`config.mk`:
```
export PLATFORM = sky130hd
export DESIGN_NAME = button_autorepeat_scanner_flat
export DESIGN_NICKNAME = d
export VERILOG_FILES = /design/src/bas_pkg.sv /design/src/bas_if.sv /design/src/bas_core.sv /design/src/bas_skid.sv /design/src/button_autorepeat_scanner.sv /design/src/flat_wrapper.sv
export SDC_FILE = /design/constraint.sdc
export NUM_CORES = 1
export LEC_CHECK = 0
export ABC_CLOCK_PERIOD_IN_PS = 3300
export BUFFER_PORTS_ARGS = -buffer_cell sky130_fd_sc_hd__buf_2
export CAP_MARGIN = 20
export CORE_AREA = 2 2 113 115
export CTS_BUF_LIST = sky130_fd_sc_hd__clkbuf_16
export CTS_CLUSTER_DIAMETER = 50
export DETAILED_ROUTE_END_ITERATION = 8
export DIE_AREA = 0 0 115 117
export PLACE_DENSITY_LB_ADDON = 0.3
export SLEW_MARGIN = 30
export SYNTH_ARGS = -nofsm -noshare
export SYNTH_HDL_FRONTEND = slang
export SYNTH_HIERARCHICAL = 1
export SYNTH_SLANG_ARGS = --single-unit
```
`constraint.sdc`:
```
create_clock -name clk -period 3.3 [get_ports clk]
set_input_delay 0.33 -clock clk [delete_from_list [all_inputs] [get_ports clk]]
set_output_delay 0.33 -clock clk [all_outputs]
set_load 0.02 [all_outputs]
```
`src/bas_pkg.sv`:
```
`timescale 1ns / 1ps
// ----------------------------------------------------------------------------
// bas_pkg: shared types and constants for the button auto-repeat scanner
// Event, button and speed codes, reset values and the result beat layout.
// ----------------------------------------------------------------------------
package bas_pkg;

    localparam int TICK_W      = 16;
    localparam int HOLD_W      = 8;
    localparam int CFG_INDEX_W = 2;
    localparam int CFG_DATA_W  = 16;

    localparam logic [TICK_W-1:0] SHORT_INTERVAL_RESET = 16'd24;
    localparam logic [TICK_W-1:0] LONG_INTERVAL_RESET  = 16'd220;

    // hold count bands, tested after the increment
    localparam logic [HOLD_W-1:0] HOLD_FASTER_ABOVE = 8'd24;
    localparam logic [HOLD_W-1:0] HOLD_LONG_ABOVE   = 8'd5;
    localparam logic [HOLD_W-1:0] HOLD_FAST_ABOVE   = 8'd2;

    typedef enum logic [CFG_INDEX_W-1:0] {
        REG_SHORT_INTERVAL = 2'd0,
        REG_LONG_INTERVAL  = 2'd1
    } cfg_reg_t;

    typedef enum logic [2:0] {
        EV_NOT_YET    = 3'd0,
        EV_NONE       = 3'd1,
        EV_UP         = 3'd2,
        EV_DOWN       = 3'd3,
        EV_ALARM      = 3'd4,
        EV_UP_REL     = 3'd5,
        EV_DOWN_REL   = 3'd6,
        EV_ALARM_REL  = 3'd7
    } event_t;

    typedef enum logic [1:0] {
        BTN_NONE  = 2'd0,
        BTN_UP    = 2'd1,
        BTN_DOWN  = 2'd2,
        BTN_ALARM = 2'd3
    } button_t;

    typedef enum logic [1:0] {
        SPD_NO_CHANGE = 2'd0,
        SPD_NORMAL    = 2'd1,
        SPD_FAST      = 2'd2,
        SPD_FASTER    = 2'd3
    } speed_t;

    typedef struct packed {
        event_t             event_code;
        logic [HOLD_W-1:0]  hold_count;
        speed_t             speed_command;
    } result_t;

endpackage

```
`src/bas_if.sv`:
```
`timescale 1ns / 1ps
// ----------------------------------------------------------------------------
// bas_if: valid/ready channels of the button auto-repeat scanner
// Button level beats in, event beats out, register writes.
// ----------------------------------------------------------------------------
interface bas_btn_if;
    logic valid;
    logic ready;
    logic up_level;
    logic down_level;
    logic alarm_level;

    modport source (output valid, up_level, down_level, alarm_level, input ready);
    modport sink   (input valid, up_level, down_level, alarm_level, output ready);
endinterface

interface bas_evt_if;
    logic       valid;
    logic       ready;
    logic [2:0] event_code;
    logic [7:0] hold_count;
    logic [1:0] speed_command;

    modport source (output valid, event_code, hold_count, speed_command, input ready);
    modport sink   (input valid, event_code, hold_count, speed_command, output ready);
endinterface

interface bas_cfg_if;
    logic        valid;
    logic        ready;
    logic [1:0]  index;
    logic [15:0] data;

    modport source (output valid, index, data, input ready);
    modport sink   (input valid, index, data, output ready);
endinterface

```
`src/bas_core.sv`:
```
`timescale 1ns / 1ps
// ----------------------------------------------------------------------------
// bas_core: tick counter, sampling and hold state
// Holds the interval registers and scanner state, and works out the result
// of one tick beat from the current state and button levels.
// ----------------------------------------------------------------------------
module bas_core
    import bas_pkg::*;
(
    input  logic                   clk,
    input  logic                   rst_n,
    input  logic                   step,
    input  logic                   up_level,
    input  logic                   down_level,
    input  logic                   alarm_level,
    input  logic                   cfg_write,
    input  logic [CFG_INDEX_W-1:0] cfg_index,
    input  logic [CFG_DATA_W-1:0]  cfg_data,
    output result_t                result
);

    logic [TICK_W-1:0] short_interval_reg;
    logic [TICK_W-1:0] long_interval_reg;
    logic [TICK_W-1:0] tick_count_reg, tick_count_next;
    logic              long_selected_reg, long_selected_next;
    logic [HOLD_W-1:0] press_count_reg, press_count_next;
    button_t           held_button_reg, held_button_next;

    logic [TICK_W-1:0] tick_inc;
    logic [TICK_W-1:0] interval;
    logic [HOLD_W-1:0] press_inc;
    logic              sample;
    button_t           pressed;

    always_comb
    begin
        tick_inc  = (tick_count_reg == '1) ? tick_count_reg : tick_count_reg + 1'b1;
        press_inc = (press_count_reg == '1) ? press_count_reg : press_count_reg + 1'b1;
        interval  = long_selected_reg ? long_interval_reg : short_interval_reg;
        sample    = (tick_inc >= interval);

        if (!up_level)
            pressed = BTN_UP;
        else if (!down_level)
            pressed = BTN_DOWN;
        else if (!alarm_level)
            pressed = BTN_ALARM;
        else
            pressed = BTN_NONE;
    end

    always_comb
    begin
        tick_count_next     = tick_inc;
        long_selected_next  = long_selected_reg;
        press_count_next    = press_count_reg;
        held_button_next    = held_button_reg;
        result.event_code    = EV_NOT_YET;
        result.hold_count    = press_count_reg;
        result.speed_command = SPD_NO_CHANGE;

        if (sample)
        begin
            tick_count_next = '0;
            if (pressed == BTN_NONE)
            begin
                result.event_code = EV_NONE;
                if (held_button_reg != BTN_NONE)
                begin
                    // release: report which button let go, then drop to idle
                    case (held_button_reg)
                        BTN_UP:    result.event_code = EV_UP_REL;
                        BTN_DOWN:  result.event_code = EV_DOWN_REL;
                        BTN_ALARM: result.event_code = EV_ALARM_REL;
                        default:   result.event_code = EV_NONE;
                    endcase
                    held_button_next     = BTN_NONE;
                    press_count_next     = '0;
                    long_selected_next   = 1'b0;
                    result.speed_command = SPD_NORMAL;
                end
            end
            else
            begin
                press_count_next = press_inc;
                if (press_inc > HOLD_FASTER_ABOVE)
                begin
                    long_selected_next   = 1'b0;
                    result.speed_command = SPD_FASTER;
                end
                else if (press_inc > HOLD_LONG_ABOVE)
                    long_selected_next = 1'b1;
                else if (press_inc > HOLD_FAST_ABOVE)
                    result.speed_command = SPD_FAST;

                case (pressed)
                    BTN_UP:    result.event_code = EV_UP;
                    BTN_DOWN:  result.event_code = EV_DOWN;
                    BTN_ALARM: result.event_code = EV_ALARM;
                    default:   result.event_code = EV_NONE;
                endcase
                held_button_next = pressed;
            end
        end
    end

    always_ff @(posedge clk or negedge rst_n)
    begin
        if (!rst_n)
        begin
            short_interval_reg <= SHORT_INTERVAL_RESET;
            long_interval_reg  <= LONG_INTERVAL_RESET;
        end
        else if (cfg_write)
        begin
            case (cfg_index)
                REG_SHORT_INTERVAL: short_interval_reg <= cfg_data;
                REG_LONG_INTERVAL:  long_interval_reg  <= cfg_data;
                default:            ;
            endcase
        end
    end

    always_ff @(posedge clk or negedge rst_n)
    begin
        if (!rst_n)
        begin
            tick_count_reg    <= '0;
            long_selected_reg <= 1'b0;
            press_count_reg   <= '0;
            held_button_reg   <= BTN_NONE;
        end
        else if (step)
        begin
            tick_count_reg    <= tick_count_next;
            long_selected_reg <= long_selected_next;
            press_count_reg   <= press_count_next;
            held_button_reg   <= held_button_next;
        end
    end

endmodule

```
`src/bas_skid.sv`:
```
`timescale 1ns / 1ps
// ----------------------------------------------------------------------------
// bas_skid: two-entry result buffer
// Output register plus one skid entry, so a new beat is taken while the
// current result still waits for the receiver.
// ----------------------------------------------------------------------------
module bas_skid
    import bas_pkg::*;
(
    input  logic    clk,
    input  logic    rst_n,
    input  logic    push,
    input  result_t push_data,
    output logic    push_ready,
    output logic    out_valid,
    input  logic    out_ready,
    output result_t out_data
);

    logic    out_valid_reg;
    logic    skid_valid_reg;
    result_t out_data_reg;
    result_t skid_data_reg;
    logic    out_free;

    assign push_ready = !skid_valid_reg;
    assign out_valid  = out_valid_reg;
    assign out_data   = out_data_reg;
    assign out_free   = !out_valid_reg || out_ready;

    always_ff @(posedge clk or negedge rst_n)
    begin
        if (!rst_n)
        begin
            out_valid_reg  <= 1'b0;
            skid_valid_reg <= 1'b0;
        end
        else if (out_free)
        begin
            // skid entry goes first; no push can arrive while it is full
            if (skid_valid_reg)
            begin
                out_valid_reg  <= 1'b1;
                skid_valid_reg <= 1'b0;
            end
            else
                out_valid_reg <= push;
        end
        else if (push)
            skid_valid_reg <= 1'b1;
    end

    always_ff @(posedge clk)
    begin
        if (out_free)
        begin
            if (skid_valid_reg)
                out_data_reg <= skid_data_reg;
            else if (push)
                out_data_reg <= push_data;
        end
        else if (push)
            skid_data_reg <= push_data;
    end

endmodule

```
`src/button_autorepeat_scanner.sv`:
```
`timescale 1ns / 1ps
// ----------------------------------------------------------------------------
// button_autorepeat_scanner: debounced three-button scanner with auto-repeat
// Usage:
//   btn  - one beat per timer tick with the active-low up, down and alarm
//          levels. Every beat yields exactly one evt beat.
//   evt  - event_code, hold_count (press count before the tick) and
//          speed_command. Code 0 means the sample interval has not elapsed.
//   cfg  - register writes: index 0 short_interval, index 1 long_interval;
//          other indexes are ignored. Write only while no beat is in flight.
// Timing: one tick beat per clock while btn.ready is high; each result is
//   registered in the output register, or in the skid entry on a stall. All
//   work is one pass of compare and counter logic from the state registers.
// Stall: a result register plus one skid entry; btn.ready drops only when
//   both hold results the receiver has not taken.
// Reset: intervals return to 24 and 220, counters and the held button clear,
//   and the output buffer empties. cfg.ready is always high.
// ----------------------------------------------------------------------------
module button_autorepeat_scanner
    import bas_pkg::*;
(
    input  logic clk,
    input  logic rst_n,
    bas_btn_if.sink   btn,
    bas_evt_if.source evt,
    bas_cfg_if.sink   cfg
);

    logic    accept;
    logic    push_ready;
    result_t step_result;
    result_t out_data;

    assign btn.ready = push_ready;
    assign accept    = btn.valid && push_ready;
    assign cfg.ready = 1'b1;

    bas_core u_core (
        .clk         (clk),
        .rst_n       (rst_n),
        .step        (accept),
        .up_level    (btn.up_level),
        .down_level  (btn.down_level),
        .alarm_level (btn.alarm_level),
        .cfg_write   (cfg.valid),
        .cfg_index   (cfg.index),
        .cfg_data    (cfg.data),
        .result      (step_result)
    );

    bas_skid u_skid (
        .clk        (clk),
        .rst_n      (rst_n),
        .push       (accept),
        .push_data  (step_result),
        .push_ready (push_ready),
        .out_valid  (evt.valid),
        .out_ready  (evt.ready),
        .out_data   (out_data)
    );

    assign evt.event_code    = out_data.event_code;
    assign evt.hold_count    = out_data.hold_count;
    assign evt.speed_command = out_data.speed_command;

endmodule

```
`src/flat_wrapper.sv`:
```
// flat-port wrapper written by rule: the top's interface ports become plain ports
module button_autorepeat_scanner_flat import bas_pkg::*;
  (clk, rst_n, btn_valid, btn_up_level, btn_down_level, btn_alarm_level, btn_ready, evt_valid, evt_event_code, evt_hold_count, evt_speed_command, evt_ready, cfg_valid, cfg_index, cfg_data, cfg_ready);
  bas_btn_if btn_i ();
  bas_evt_if evt_i ();
  bas_cfg_if cfg_i ();
  input  logic clk;
  input  logic rst_n;
  input wire logic [$bits(btn_i.valid)-1:0] btn_valid;
  input wire logic [$bits(btn_i.up_level)-1:0] btn_up_level;
  input wire logic [$bits(btn_i.down_level)-1:0] btn_down_level;
  input wire logic [$bits(btn_i.alarm_level)-1:0] btn_alarm_level;
  output wire logic [$bits(btn_i.ready)-1:0] btn_ready;
  output wire logic [$bits(evt_i.valid)-1:0] evt_valid;
  output wire logic [$bits(evt_i.event_code)-1:0] evt_event_code;
  output wire logic [$bits(evt_i.hold_count)-1:0] evt_hold_count;
  output wire logic [$bits(evt_i.speed_command)-1:0] evt_speed_command;
  input wire logic [$bits(evt_i.ready)-1:0] evt_ready;
  input wire logic [$bits(cfg_i.valid)-1:0] cfg_valid;
  input wire logic [$bits(cfg_i.index)-1:0] cfg_index;
  input wire logic [$bits(cfg_i.data)-1:0] cfg_data;
  output wire logic [$bits(cfg_i.ready)-1:0] cfg_ready;
  assign btn_i.valid = btn_valid;
  assign btn_i.up_level = btn_up_level;
  assign btn_i.down_level = btn_down_level;
  assign btn_i.alarm_level = btn_alarm_level;
  assign btn_ready = btn_i.ready;
  assign evt_valid = evt_i.valid;
  assign evt_event_code = evt_i.event_code;
  assign evt_hold_count = evt_i.hold_count;
  assign evt_speed_command = evt_i.speed_command;
  assign evt_i.ready = evt_ready;
  assign cfg_i.valid = cfg_valid;
  assign cfg_i.index = cfg_index;
  assign cfg_i.data = cfg_data;
  assign cfg_ready = cfg_i.ready;
  button_autorepeat_scanner u_core (.clk(clk), .rst_n(rst_n), .btn(btn_i), .evt(evt_i), .cfg(cfg_i));
endmodule
```
==> run summary, run 1 <==
status = finished, final reports clean
Slew @ Worst Pin = 0.846 ns
Clock Pin Slew Worst Setup and Hold Paths = 0.06 ns
PnR worst setup slack = 0.0663 ns
placed insts = 622
TritonCTS Buffers = 9
vias in the first global route = 3474
routed wire length on met2 = 5200 um
Max-slew headroom = 0.434
FF+latch count, synth = 87
CORE AREA = 12300 um^2
Static Leak = 2.60 nW
critical path type = flip-flop to flip-flop
Overflow after GRT = 0
GRT Total Usage = 0.153
worst slack, placed = 0.0104 ns
Die Wd = 115 um
Hold Crit Class = primary input to flip-flop
final antenna diode count = 0
synth unique cells = 66
final setup vio count = 0
DP Area = 5340 um^2
commonest non-fill, non-tap cells in the layout = dfrtp_1, mux2_2, buf_2, buf_4, edfxtp_1
CP Capture Type = flip-flop
commonest non-fill, non-tap cell in the layout = dfrtp_1
sequential share of the synthesized area = 0.482
top layer in use = met4
Final #Nets = 537
met3 wire len = 392 um
largest net degree at the start of global routing = 45
CTS tree = done
Post-synth EDFFs = 26
die area = 13500 um^2
worst-path fanout max = 6
initial DRC count = 237
# fillers = 1099
H-tree depth = 3
PD cells = 570 nW/um^2
post-route cell area = 5900 um^2
yosys warns = 6
Initial DRT Pass Iterations = 4
clk sinks = 87
Die Ht = 117 um
max cap viols = 0
Cell Area, Synth = 4810 um^2
final wirelength = 10200 um
row cnt = 41
ys async rst share = 0.701
Req. time, crit path = 3.39 ns
Final Hold Fails = 0
clock buffer depth = 2
Max Freq = 309 MHz
Worst Path Arrival = 3.33 ns
IO buf count = 40
max-slew violations = 0
layout cells sized above 1 = 0.402
Root Buffer = clkbuf_16
vias per cell = 5.48
top_reg_cell synth = dfrtp_1
routed vias = 3554
initial antenna violation count = 0
met1 wire length = 4390 um
WL per Instance = 15.8 um
area delta synth->final = 22.6%
Post-Syn Area per Cell = 11.5 um^2
Synth Net Count = 462
Final Util = 0.479
RSZ-0062 raised after global routing = yes
global-route wire length before repair = 16200 um
IO Count = 42
Clock Latency Late Sink = 0.34 ns
period utilization = 0.980
post-route setup TNS = 0 ns
Post-DP HPWL = 7030 um
CP startpoint kind = flip-flop
Peak VDD IR = 0.000377 V
starting density of the core = 0.390
GPL Wtd Cong = 0.870
Clock Skew = 0.00559 ns
Synth Instances = 418
post-route ant nets = 0
Post-Layout Cell Count = 648
Remaining DRCs = 0
fin crit period = 3.23 ns
[layout make-up]
class / instances / area (um^2) / share of cell area
multi-input combinational: 296 / 2490 / 0.422
sequential: 87 / 2320 / 0.393
timing repair buffer: 86 / 571 / 0.0968
clock buffer: 10 / 250 / 0.0424
tap: 150 / 188 / 0.0318
inverter: 13 / 48.8 / 0.00828
clock inverter: 6 / 36.3 / 0.00615
[path summary, 6_finish.rpt]
path | cells past startpoint | endpoint | slack (ns) | start
max | 16 | u_core/u_skid/out_data[0] | 0.07 | u_core/u_core/tick_count_reg[4]
min | 2 | u_core/u_core/long_interval_reg[6] | 0.23 | cfg_data[6]
max reg2reg | 16 | u_core/u_skid/out_data[0] | 0.07 | u_core/u_core/tick_count_reg[4]
min reg2reg | 1 | u_core/u_core/long_interval_reg[0] | 0.50 | u_core/u_core/long_interval_reg[0]
max in group asynchronous | 3 | u_core/u_core/press_count_reg[4] | 1.92 | rst_n
min in group asynchronous | 2 | u_core/u_core/short_interval_reg[1] | 0.44 | rst_n
[per-layer routing]
| layer | vias up | global-route usage |
|---|---|---|
| met1 | 1729 | 0.182 |
| met5 | - | 0 |
| li1 | 1701 | - |
| met3 | 24 | 0.0360 |
| met4 | 0 | 0.0667 |
| met2 | 100 | 0.267 |
[cell families (layout without fill, tap and decap cells)]
family          count (synthesis)  count (layout)  synth area share
fa+ha+maj                      18              18            0.0469
flops                          87              87             0.482
other cells                     1               1          0.000780
compound gates                 81              81             0.120
xor+xnor                       11              11            0.0200
buf+inv                        35             115            0.0370
mux                            68              68             0.162
simple gates                  117             117             0.132
[through the flow]
stage	hold slack [ns]	total power, mW
3_3_place_gp	0.276	2.32
3_5_place_dp	0.297	2.35
6_report	0.230	3.36
2_1_floorplan	0.0344	2.07
4_1_cts	0.220	3.33
5_1_grt	0.218	3.55
[report_power, final]
part	total [mW]	internal [mW]	switching, mW	leakage (nW)
combinational	0.978	0.487	0.491	1.46
clock	0.965	0.551	0.414	0.147
sequential	1.42	1.30	0.114	0.992
total	3.36	2.34	1.02	2.60
[critical path: stages, from the launching register on]
cell and delay [ns]:
dfrtp_1 0.37, nand3_2 0.11, nor4_4 0.32, nand4_1 0.17
buf_4 0.19, nor4_4 0.29, nor2_1 0.08, ha_1 0.28
o21ai_1 0.07, nor2_1 0.06, nor3_2 0.17, o211ai_1 0.13
buf_4 0.19, buf_6 0.13, nand2_2 0.05, nor2_2 0.05
mux2_4 0.28
[timing repair]
action	CTS	global route
pin swaps	2	27
gates resized for setup	5	41
hold endpoints to repair	16	0
buffers inserted	0	10
gates cloned	0	1
hold buffers	1	0
setup endpoints to repair	9	30
[synthesized netlist by cell type (all sizes together), types with 2 or more instances]
| library cell | number | share of area |
|---|---|---|
| nand3 | 17 | 0.020 |
| o211ai | 2 | 0.0031 |
| xor2 | 4 | 0.0073 |
| nor3b | 3 | 0.0057 |
| mux2 | 52 | 0.13 |
| buf | 11 | 0.018 |
| inv | 13 | 0.010 |
| nand4 | 7 | 0.0091 |
| a2111oi | 2 | 0.0049 |
| and2 | 6 | 0.0078 |
| o21a | 4 | 0.0062 |
| dfrtp | 54 | 0.28 |
| and4 | 2 | 0.0039 |
| and3 | 11 | 0.016 |
| nor4 | 2 | 0.0057 |
| a21oi | 13 | 0.014 |
| dfstp | 7 | 0.038 |
| edfxtp | 26 | 0.16 |
| o31ai | 2 | 0.0031 |
| nand2b | 4 | 0.0052 |
| mux2i | 16 | 0.033 |
| a31oi | 5 | 0.0065 |
| clkbuf | 11 | 0.0086 |
| ha | 18 | 0.047 |
| a21boi | 2 | 0.0031 |
| a22o | 13 | 0.024 |
| a2bb2oi | 2 | 0.0036 |
| o21ai | 17 | 0.018 |
| nand2 | 26 | 0.020 |
| xnor2 | 7 | 0.013 |
| nor3 | 6 | 0.0062 |
| nor2 | 27 | 0.022 |
| a211oi | 3 | 0.0047 |
| a41oi | 4 | 0.0073 |
(Power assumes the default switching activity.)
==> inputs of run 2 (changes only) <==
Settings changed: CAP_MARGIN 20 to 30, CTS_BUF_LIST sky130_fd_sc_hd__clkbuf_16 to unset, SKIP_LAST_GASP set to 1.
==> run 2 against run 1 <==
  * Clock power increased by 3.0%
  * Worst hold slack gained 0.00061 ns
  * Fmax hardly changed
  * Highest routed layer unchanged
==> run summary, run 2 (synthesis results as in run 1) <==
final wirelength = 10200 um (-0.40%)
Root Buffer = clkbuf_16
row cnt = 41 (unchanged)
Final Util = 0.480 (+0.000813)
initial DRC count = 233 (-1.7%)
status = finished, final reports clean
Hold Crit Class = primary input to flip-flop
RSZ-0062 raised after global routing = yes
routed vias = 3562 (+0.23%)
Initial DRT Pass Iterations = 4 (unchanged)
initial antenna violation count = 0 (unchanged)
Clock Pin Slew Worst Setup and Hold Paths = 0.06 ns (about the same)
area delta synth->final = 22.9%
worst-path fanout max = 6 (unchanged)
CTS tree = done
fin crit period = 3.23 ns (-0.0000899 ns)
CORE AREA = 12300 um^2 (unchanged)
post-route ant nets = 0 (unchanged)
IO Count = 42 (unchanged)
Max Freq = 309 MHz (about the same)
Max-slew headroom = 0.434 (about the same)
WL per Instance = 15.7 um (-0.40%)
Remaining DRCs = 0 (unchanged)
H-tree depth = 3 (unchanged)
Slowest-stage cell, CP = dfrtp_1
CP Buf/Inv Count = 3 (unchanged)
# fillers = 1100 (+0.091%)
CP startpoint kind = flip-flop
Overflow after GRT = 0 (unchanged)
commonest non-fill, non-tap cells in the layout = dfrtp_1, mux2_2, buf_2, buf_4, edfxtp_1
multi-input logic area = 2490 um^2 (unchanged)
layout cells sized above 1 = 0.402 (unchanged)
Reg area = 2320 um^2 (unchanged)
IO buf count = 40 (unchanged)
crit-path cells = nand3_2 > nor4_4 > nand4_1 > buf_4 > nor4_4 > nor2_1 > ha_1 > o21ai_1 > nor2_1 > nor3_2 > o211ai_1 > buf_4 > buf_6 > nand2_2 > nor2_2 > mux2_4
Clock Latency Late Sink = 0.34 ns (about the same)
final antenna diode count = 0 (unchanged)
Peak VDD IR = 0.000377 V (about the same)
max-slew violations = 0 (unchanged)
final setup vio count = 0 (unchanged)
CP max stage delay = 0.37 ns (about the same)
vias in the first global route = 3472 (-0.058%)
Post-DP HPWL = 7030 um (unchanged)
GRT Total Usage = 0.153 (about the same)
family with the most delay on the worst path = simple AND/OR/NAND/NOR gates
Power Total = 3.39 mW (+0.87%)
Clock Skew = 0.00570 ns (+0.000103 ns)
post-route setup TNS = 0 ns (unchanged)
global-route wire length before repair = 16200 um (about the same)
period utilization = 0.980 (about the same)
max cap viols = 0 (unchanged)
critical path type = flip-flop to flip-flop
TritonCTS Buffers = 9 (unchanged)
Static Leak = 2.59 nW (-0.21%)
Final Hold Fails = 0 (unchanged)
die area = 13500 um^2 (unchanged)
commonest non-fill, non-tap cell in the layout = dfrtp_1
GPL Wtd Cong = 0.870 (unchanged)
largest net degree at the start of global routing = 45 (unchanged)
Hold Slack = 0.231 ns (+0.000609 ns)
starting density of the core = 0.390 (unchanged)
vias per cell = 5.50 (+0.23%)
Die Wd = 115 um (unchanged)
clock buffer depth = 2 (unchanged)
clk sinks = 87 (unchanged)
Worst Path Arrival = 3.33 ns (about the same)
Die Ht = 117 um (unchanged)
Final #Nets = 537 (unchanged)
Slew @ Worst Pin = 0.846 ns (+0.0000373 ns)
CP Capture Type = flip-flop
PD cells = 574 nW/um^2 (+0.70%)
Req. time, crit path = 3.39 ns (about the same)
## run 2: stage by stage
step                area (um^2)  instances  setup slack, ns
floorplan                  4810        418           0.0285
global placement           5340        622           0.0443
detailed placement         5340        622           0.0104
CTS                        5670        639          0.00123
global route               5910        648           -0.148
finish                     5910        648           0.0664
## run 2: power breakdown
| group | switching [mW] | internal, mW |
|---|---|---|
| combinational | 0.492 | 0.487 |
| sequential | 0.113 | 1.30 |
| clock | 0.414 | 0.580 |
| total | 1.02 | 2.37 |
## run 2: final timing paths
check                      cells after the start  slack [ns]                               start                                  end
max                                           16        0.07     u_core/u_core/tick_count_reg[4]            u_core/u_skid/out_data[0]
min                                            2        0.23                         cfg_data[6]   u_core/u_core/long_interval_reg[6]
max reg2reg                                   16        0.07     u_core/u_core/tick_count_reg[4]            u_core/u_skid/out_data[0]
min reg2reg                                    1        0.50  u_core/u_core/long_interval_reg[0]   u_core/u_core/long_interval_reg[0]
max in group asynchronous                      3        1.92                               rst_n     u_core/u_core/press_count_reg[4]
min in group asynchronous                      2        0.44                               rst_n  u_core/u_core/short_interval_reg[1]
## run 2: per-layer routing
metal  GRT usage  up-vias  part of all wire
met2       0.267      113              0.51
met1       0.181     1722              0.42
met5           0        -                 0
li1            -     1705                 -
met4      0.0667        0             0.025
met3      0.0360       22             0.045
## run 2: timing repair
action,CTS,global route
cloned,0,1
endpoints found under the setup margin,9,30
resized for setup,5,41
endpoints found under the hold margin,16,0
pin swaps,2,27
hold buffers,1,0
buffers inserted,0,10
## run 2: worst register-to-register path, cell delays in order, from the launching register on
cell and delay, ns:
dfrtp_1 0.37, nand3_2 0.11, nor4_4 0.32, nand4_1 0.17, buf_4 0.19, nor4_4 0.29, nor2_1 0.08, ha_1 0.28
o21ai_1 0.07, nor2_1 0.06, nor3_2 0.17, o211ai_1 0.13, buf_4 0.19, buf_6 0.13, nand2_2 0.05, nor2_2 0.05
mux2_4 0.28
## run 2: area by class of cell
| type | instances | share of cell area |
|---|---|---|
| Tap cell | 150 | 0.0318 |
| Clock buffer | 13 | 0.0460 |
| Timing Repair Buffer | 86 | 0.0966 |
| Inverter | 13 | 0.00826 |
| Clock inverter | 3 | 0.00424 |
| Sequential cell | 87 | 0.392 |
| Multi-Input combinational cell | 296 | 0.421 |
==> inputs of run 3 (changes only) <==
Settings changed: ABC_AREA set to 1.
==> run 3 against run 2 <==
  * The run now ends with negative hold slack left
  * Global-route usage up 0.68 points
  * Sequential share of layout area up 1.8 points
  * Fmax up 4.8%
  * Combinational power up 29%
  * Synthesized cell count up 37%
  * Utilization down 2.1 points
  * Worst hold slack worse by 0.23 ns
  * Critical path depth down 1
  * Die area unchanged
  * Largest cell class is now sequential cells
==> run summary, run 3 <==
Reg power frac = 0.372 (-0.046)
placed insts = 758 (+22%)
top_reg_cell synth = dfrtp_1
Clock Latency Late Sink = 0.34 ns (about the same)
Combinational Power Share = 0.313 (+0.024)
Hold Crit Class = primary input to async pin
initial DRC count = 283 (+21%)
post-route ant nets = 0 (unchanged)
layout cells sized above 1 = 0.201 (-0.201)
Reg area = 2320 um^2 (about the same)
max cap viols = 0 (unchanged)
Peak VDD IR = 0.000385 V (+2.1%)
vias in the first global route = 3636 (+4.7%)
synth cell count leaders = nand2_1, inv_1, dfrtp_1, nor2_1, o21ai_0
P_int = 2.66 mW (+12%)
top-area cell type share of the netlist area = 0.279 (-0.00182)
Slew @ Worst Pin = 0.895 ns (+0.0495 ns)
worst-path fanout max = 10 (+4)
CORE AREA = 12300 um^2 (unchanged)
post-synthesis compound-gate area fraction = 0.0975 (-0.0222)
R2R Setup Slk = 0.21 ns (+0.15 ns)
most frequent cell after synthesis = nand2_1
WL per Instance = 12.8 um (-18%)
Hold Slack = -0.00384 ns (-0.235 ns)
max-slew violations = 0 (unchanged)
Root Buffer = clkbuf_16
IO Count = 42 (unchanged)
# fillers = 1184 (+7.6%)
initial antenna violation count = 0 (unchanged)
switching share of power = 0.342 (+0.0411)
period utilization = 0.935 (-0.0446)
Die Ht = 117 um (unchanged)
Overflow after GRT = 0 (unchanged)
largest family of logic cells by synthesized area = simple AND/OR/NAND/NOR gates
global-route wire length before repair = 17000 um (+5.3%)
Req. time, crit path = 3.56 ns (+0.17 ns)
FF+latch count, synth = 87 (unchanged)
Cell Area, Synth = 4840 um^2 (+0.65%)
CTS tree = done
die area = 13500 um^2 (unchanged)
multi-input logic area = 2150 um^2 (-14%)
Post-Synth Simple-Gate Area = 0.246 (+0.114)
failing checks = negative hold slack
Max-slew headroom = 0.402 (-0.0327)
Remaining DRCs = 0 (unchanged)
Synth Instances = 573 (+37%)
row cnt = 41 (unchanged)
CP startpoint kind = flip-flop
CP Capture Type = flip-flop
largest net degree at the start of global routing = 49 (+8.9%)
Static Leak = 2.93 nW (+13%)
IO buf count = 40 (unchanged)
Max Freq = 324 MHz (+4.8%)
fin crit period = 3.09 ns (-0.147 ns)
ys async rst share = 0.701 (unchanged)
Clock Pin Slew Worst Setup and Hold Paths = 0.07 ns (about the same)
Worst Path Arrival = 3.35 ns (+0.02 ns)
commonest non-fill, non-tap cells in the layout = nand2_1, inv_1, dfrtp_1, buf_2, nor2_1
TritonCTS Buffers = 9 (unchanged)
Die Wd = 115 um (unchanged)
sequential share of the synthesized area = 0.479 (-0.00311)
Synth Net Count = 617 (+34%)
GRT Total Usage = 0.160 (+0.00682)
Post-Synth XOR/XNOR Area = 0.0145 (-0.00556)
r2r startpoint = u_core/u_core/tick_count_reg[0]
Post-Layout Cell Count = 778 (+20%)
final antenna diode count = 0 (unchanged)
routed vias = 3764 (+5.7%)
H-tree depth = 3 (unchanged)
FF-to-FF path depth = 15 (-1)
Post-DP HPWL = 7300 um (+3.8%)
yosys warns = 6 (unchanged)
final setup vio count = 0 (unchanged)
leading area contributor after synthesis = dfrtp_1
Post-Synth Adder-Cell Area = 0.0465 (-0.000303)
final wirelength = 9990 um (-2.1%)
FF-to-FF End = u_core/u_core/tick_count_reg[3]
synth unique cells = 39 (-41%)
Post-synth EDFFs = 26 (unchanged)
Final Hold Fails = 1 (+1)
Psw = 1.38 mW (+35%)
starting density of the core = 0.393 (+0.00254)
synth top area cells = dfrtp_1, edfxtp_1, nand2_1
clock share of power = 0.315 (+0.022)
status = finished, violations left
Clock Skew = 0.00588 ns (+0.000181 ns)
Initial DRT Pass Iterations = 4 (unchanged)
post-route setup TNS = 0 ns (unchanged)
clk sinks = 87 (unchanged)
Post-Syn Area per Cell = 8.44 um^2 (-27%)
Final #Nets = 667 (+24%)
PD cells = 714 nW/um^2 (+24%)
GPL Wtd Cong = 0.866 (-0.40%)
area delta synth->final = 16.8%
commonest non-fill, non-tap cell in the layout = nand2_1
RSZ-0062 raised after global routing = yes
clock buffer depth = 2 (unchanged)
critical path type = flip-flop to flip-flop
mux cell area share after synthesis = 0.0310 (-0.131)
vias per cell = 4.84 (-12%)
[run 3: cell types whose count changed after synthesis, sizes merged, moves of 5 or more]
cell | before | now
and3 | 11 | 0
nand2 | 26 | 183
a31oi | 5 | 0
o22ai | 1 | 10
mux2 | 52 | 0
inv | 13 | 84
o21ai | 17 | 48
xnor2 | 7 | 0
nor2 | 27 | 49
a22o | 13 | 0
and2 | 6 | 0
[run 3: worst max-delay path, stage by stage (launching register included)]
cell,delay [ns]
dfrtp_2,0.44
ha_1,0.23
inv_1,0.13
nor2_4,0.07
nand2_2,0.14
nor2_4,0.08
buf_4,0.15
nor2_1,0.19
inv_1,0.08
ha_1,0.31
a21oi_1,0.16
o21ai_1,0.09
nor2_2,0.20
nand4_2,0.33
buf_4,0.29
o22ai_1,0.10
[run 3: layer usage]
layer	global-route usage	up-vias	part of all wire	wire [um]
met1	0.221	1752	0.50	4990
met5	0	-	0	0
met2	0.253	66	0.45	4470
met3	0.0283	15	0.034	335
li1	-	1931	-	-
met4	0.0627	0	0.019	189
[run 3: cell families after synthesis]
group | Yosys count
and+or+nand+nor | 267
AOI/OAI and AO/OA | 78
buffers and inverters | 99
muxes | 15
other | 1
adders and majority gates | 18
DFF | 87
xor gates and xnor gates | 8
[run 3: area by class of cell]
class,count,area share
tap,150,0.0332
inverter,84,0.0562
sequential,87,0.410
clock buffer,9,0.0399
clock inverter,7,0.0264
multi-input combinational,388,0.380
timing repair buffer,53,0.0545
[run 3: power groups by stage]
| stage | registers [mW] | clock network [mW] | logic, mW |
|---|---|---|---|
| 6_report | 1.50 | 1.27 | 1.26 |
| 5_1_grt | 1.53 | 1.34 | 1.45 |
| 4_1_cts | 1.50 | 1.30 | 1.25 |
| 3_5_place_dp | 1.52 | 0 | 1.24 |
| 3_3_place_gp | 1.51 | 0 | 1.21 |
| 2_1_floorplan | 1.51 | 0 | 0.938 |
[run 3: per-stage QoR]
stage	total power [mW]	utilization	setup WS (ns)	hold WS [ns]	instance area, um^2
floorplan	2.45	-	0.617	0.0344	4840
global placement	2.72	0.422	0.204	0.465	5190
detailed placement	2.76	0.424	0.0911	0.387	5220
CTS	4.05	0.454	0.0727	0.0151	5590
global route	4.32	0.459	-0.0377	0.0487	5650
finish	4.03	0.459	0.214	-0.00384	5650
[run 3: worst max path at each step]
stage	from	endpoint	slack, ns	cells past startpoint
finish	u_core/u_core/tick_count_reg[0]	u_core/u_core/tick_count_reg[3]	0.21	15
global route	u_core/u_core/tick_count_reg[0]	u_core/u_core/tick_count_reg[1]	-0.04	15
CTS	u_core/u_core/tick_count_reg[0]	u_core/u_skid/out_data[10]	0.07	21
detailed placement	u_core/u_core/tick_count_reg[0]	u_core/u_skid/out_data[10]	0.09	21
global placement	u_core/u_core/tick_count_reg[0]	u_core/u_skid/out_data[10]	0.20	21
floorplan	u_core/u_core/tick_count_reg[0]	u_core/u_skid/out_data[10]	0.62	19
[run 3: what timing repair did]
item,CTS,global route
endpoints found under the setup margin,0,29
resized for setup,0,8
hold endpoints to repair,0,0
hold buffers,0,0
setup buffers,0,3
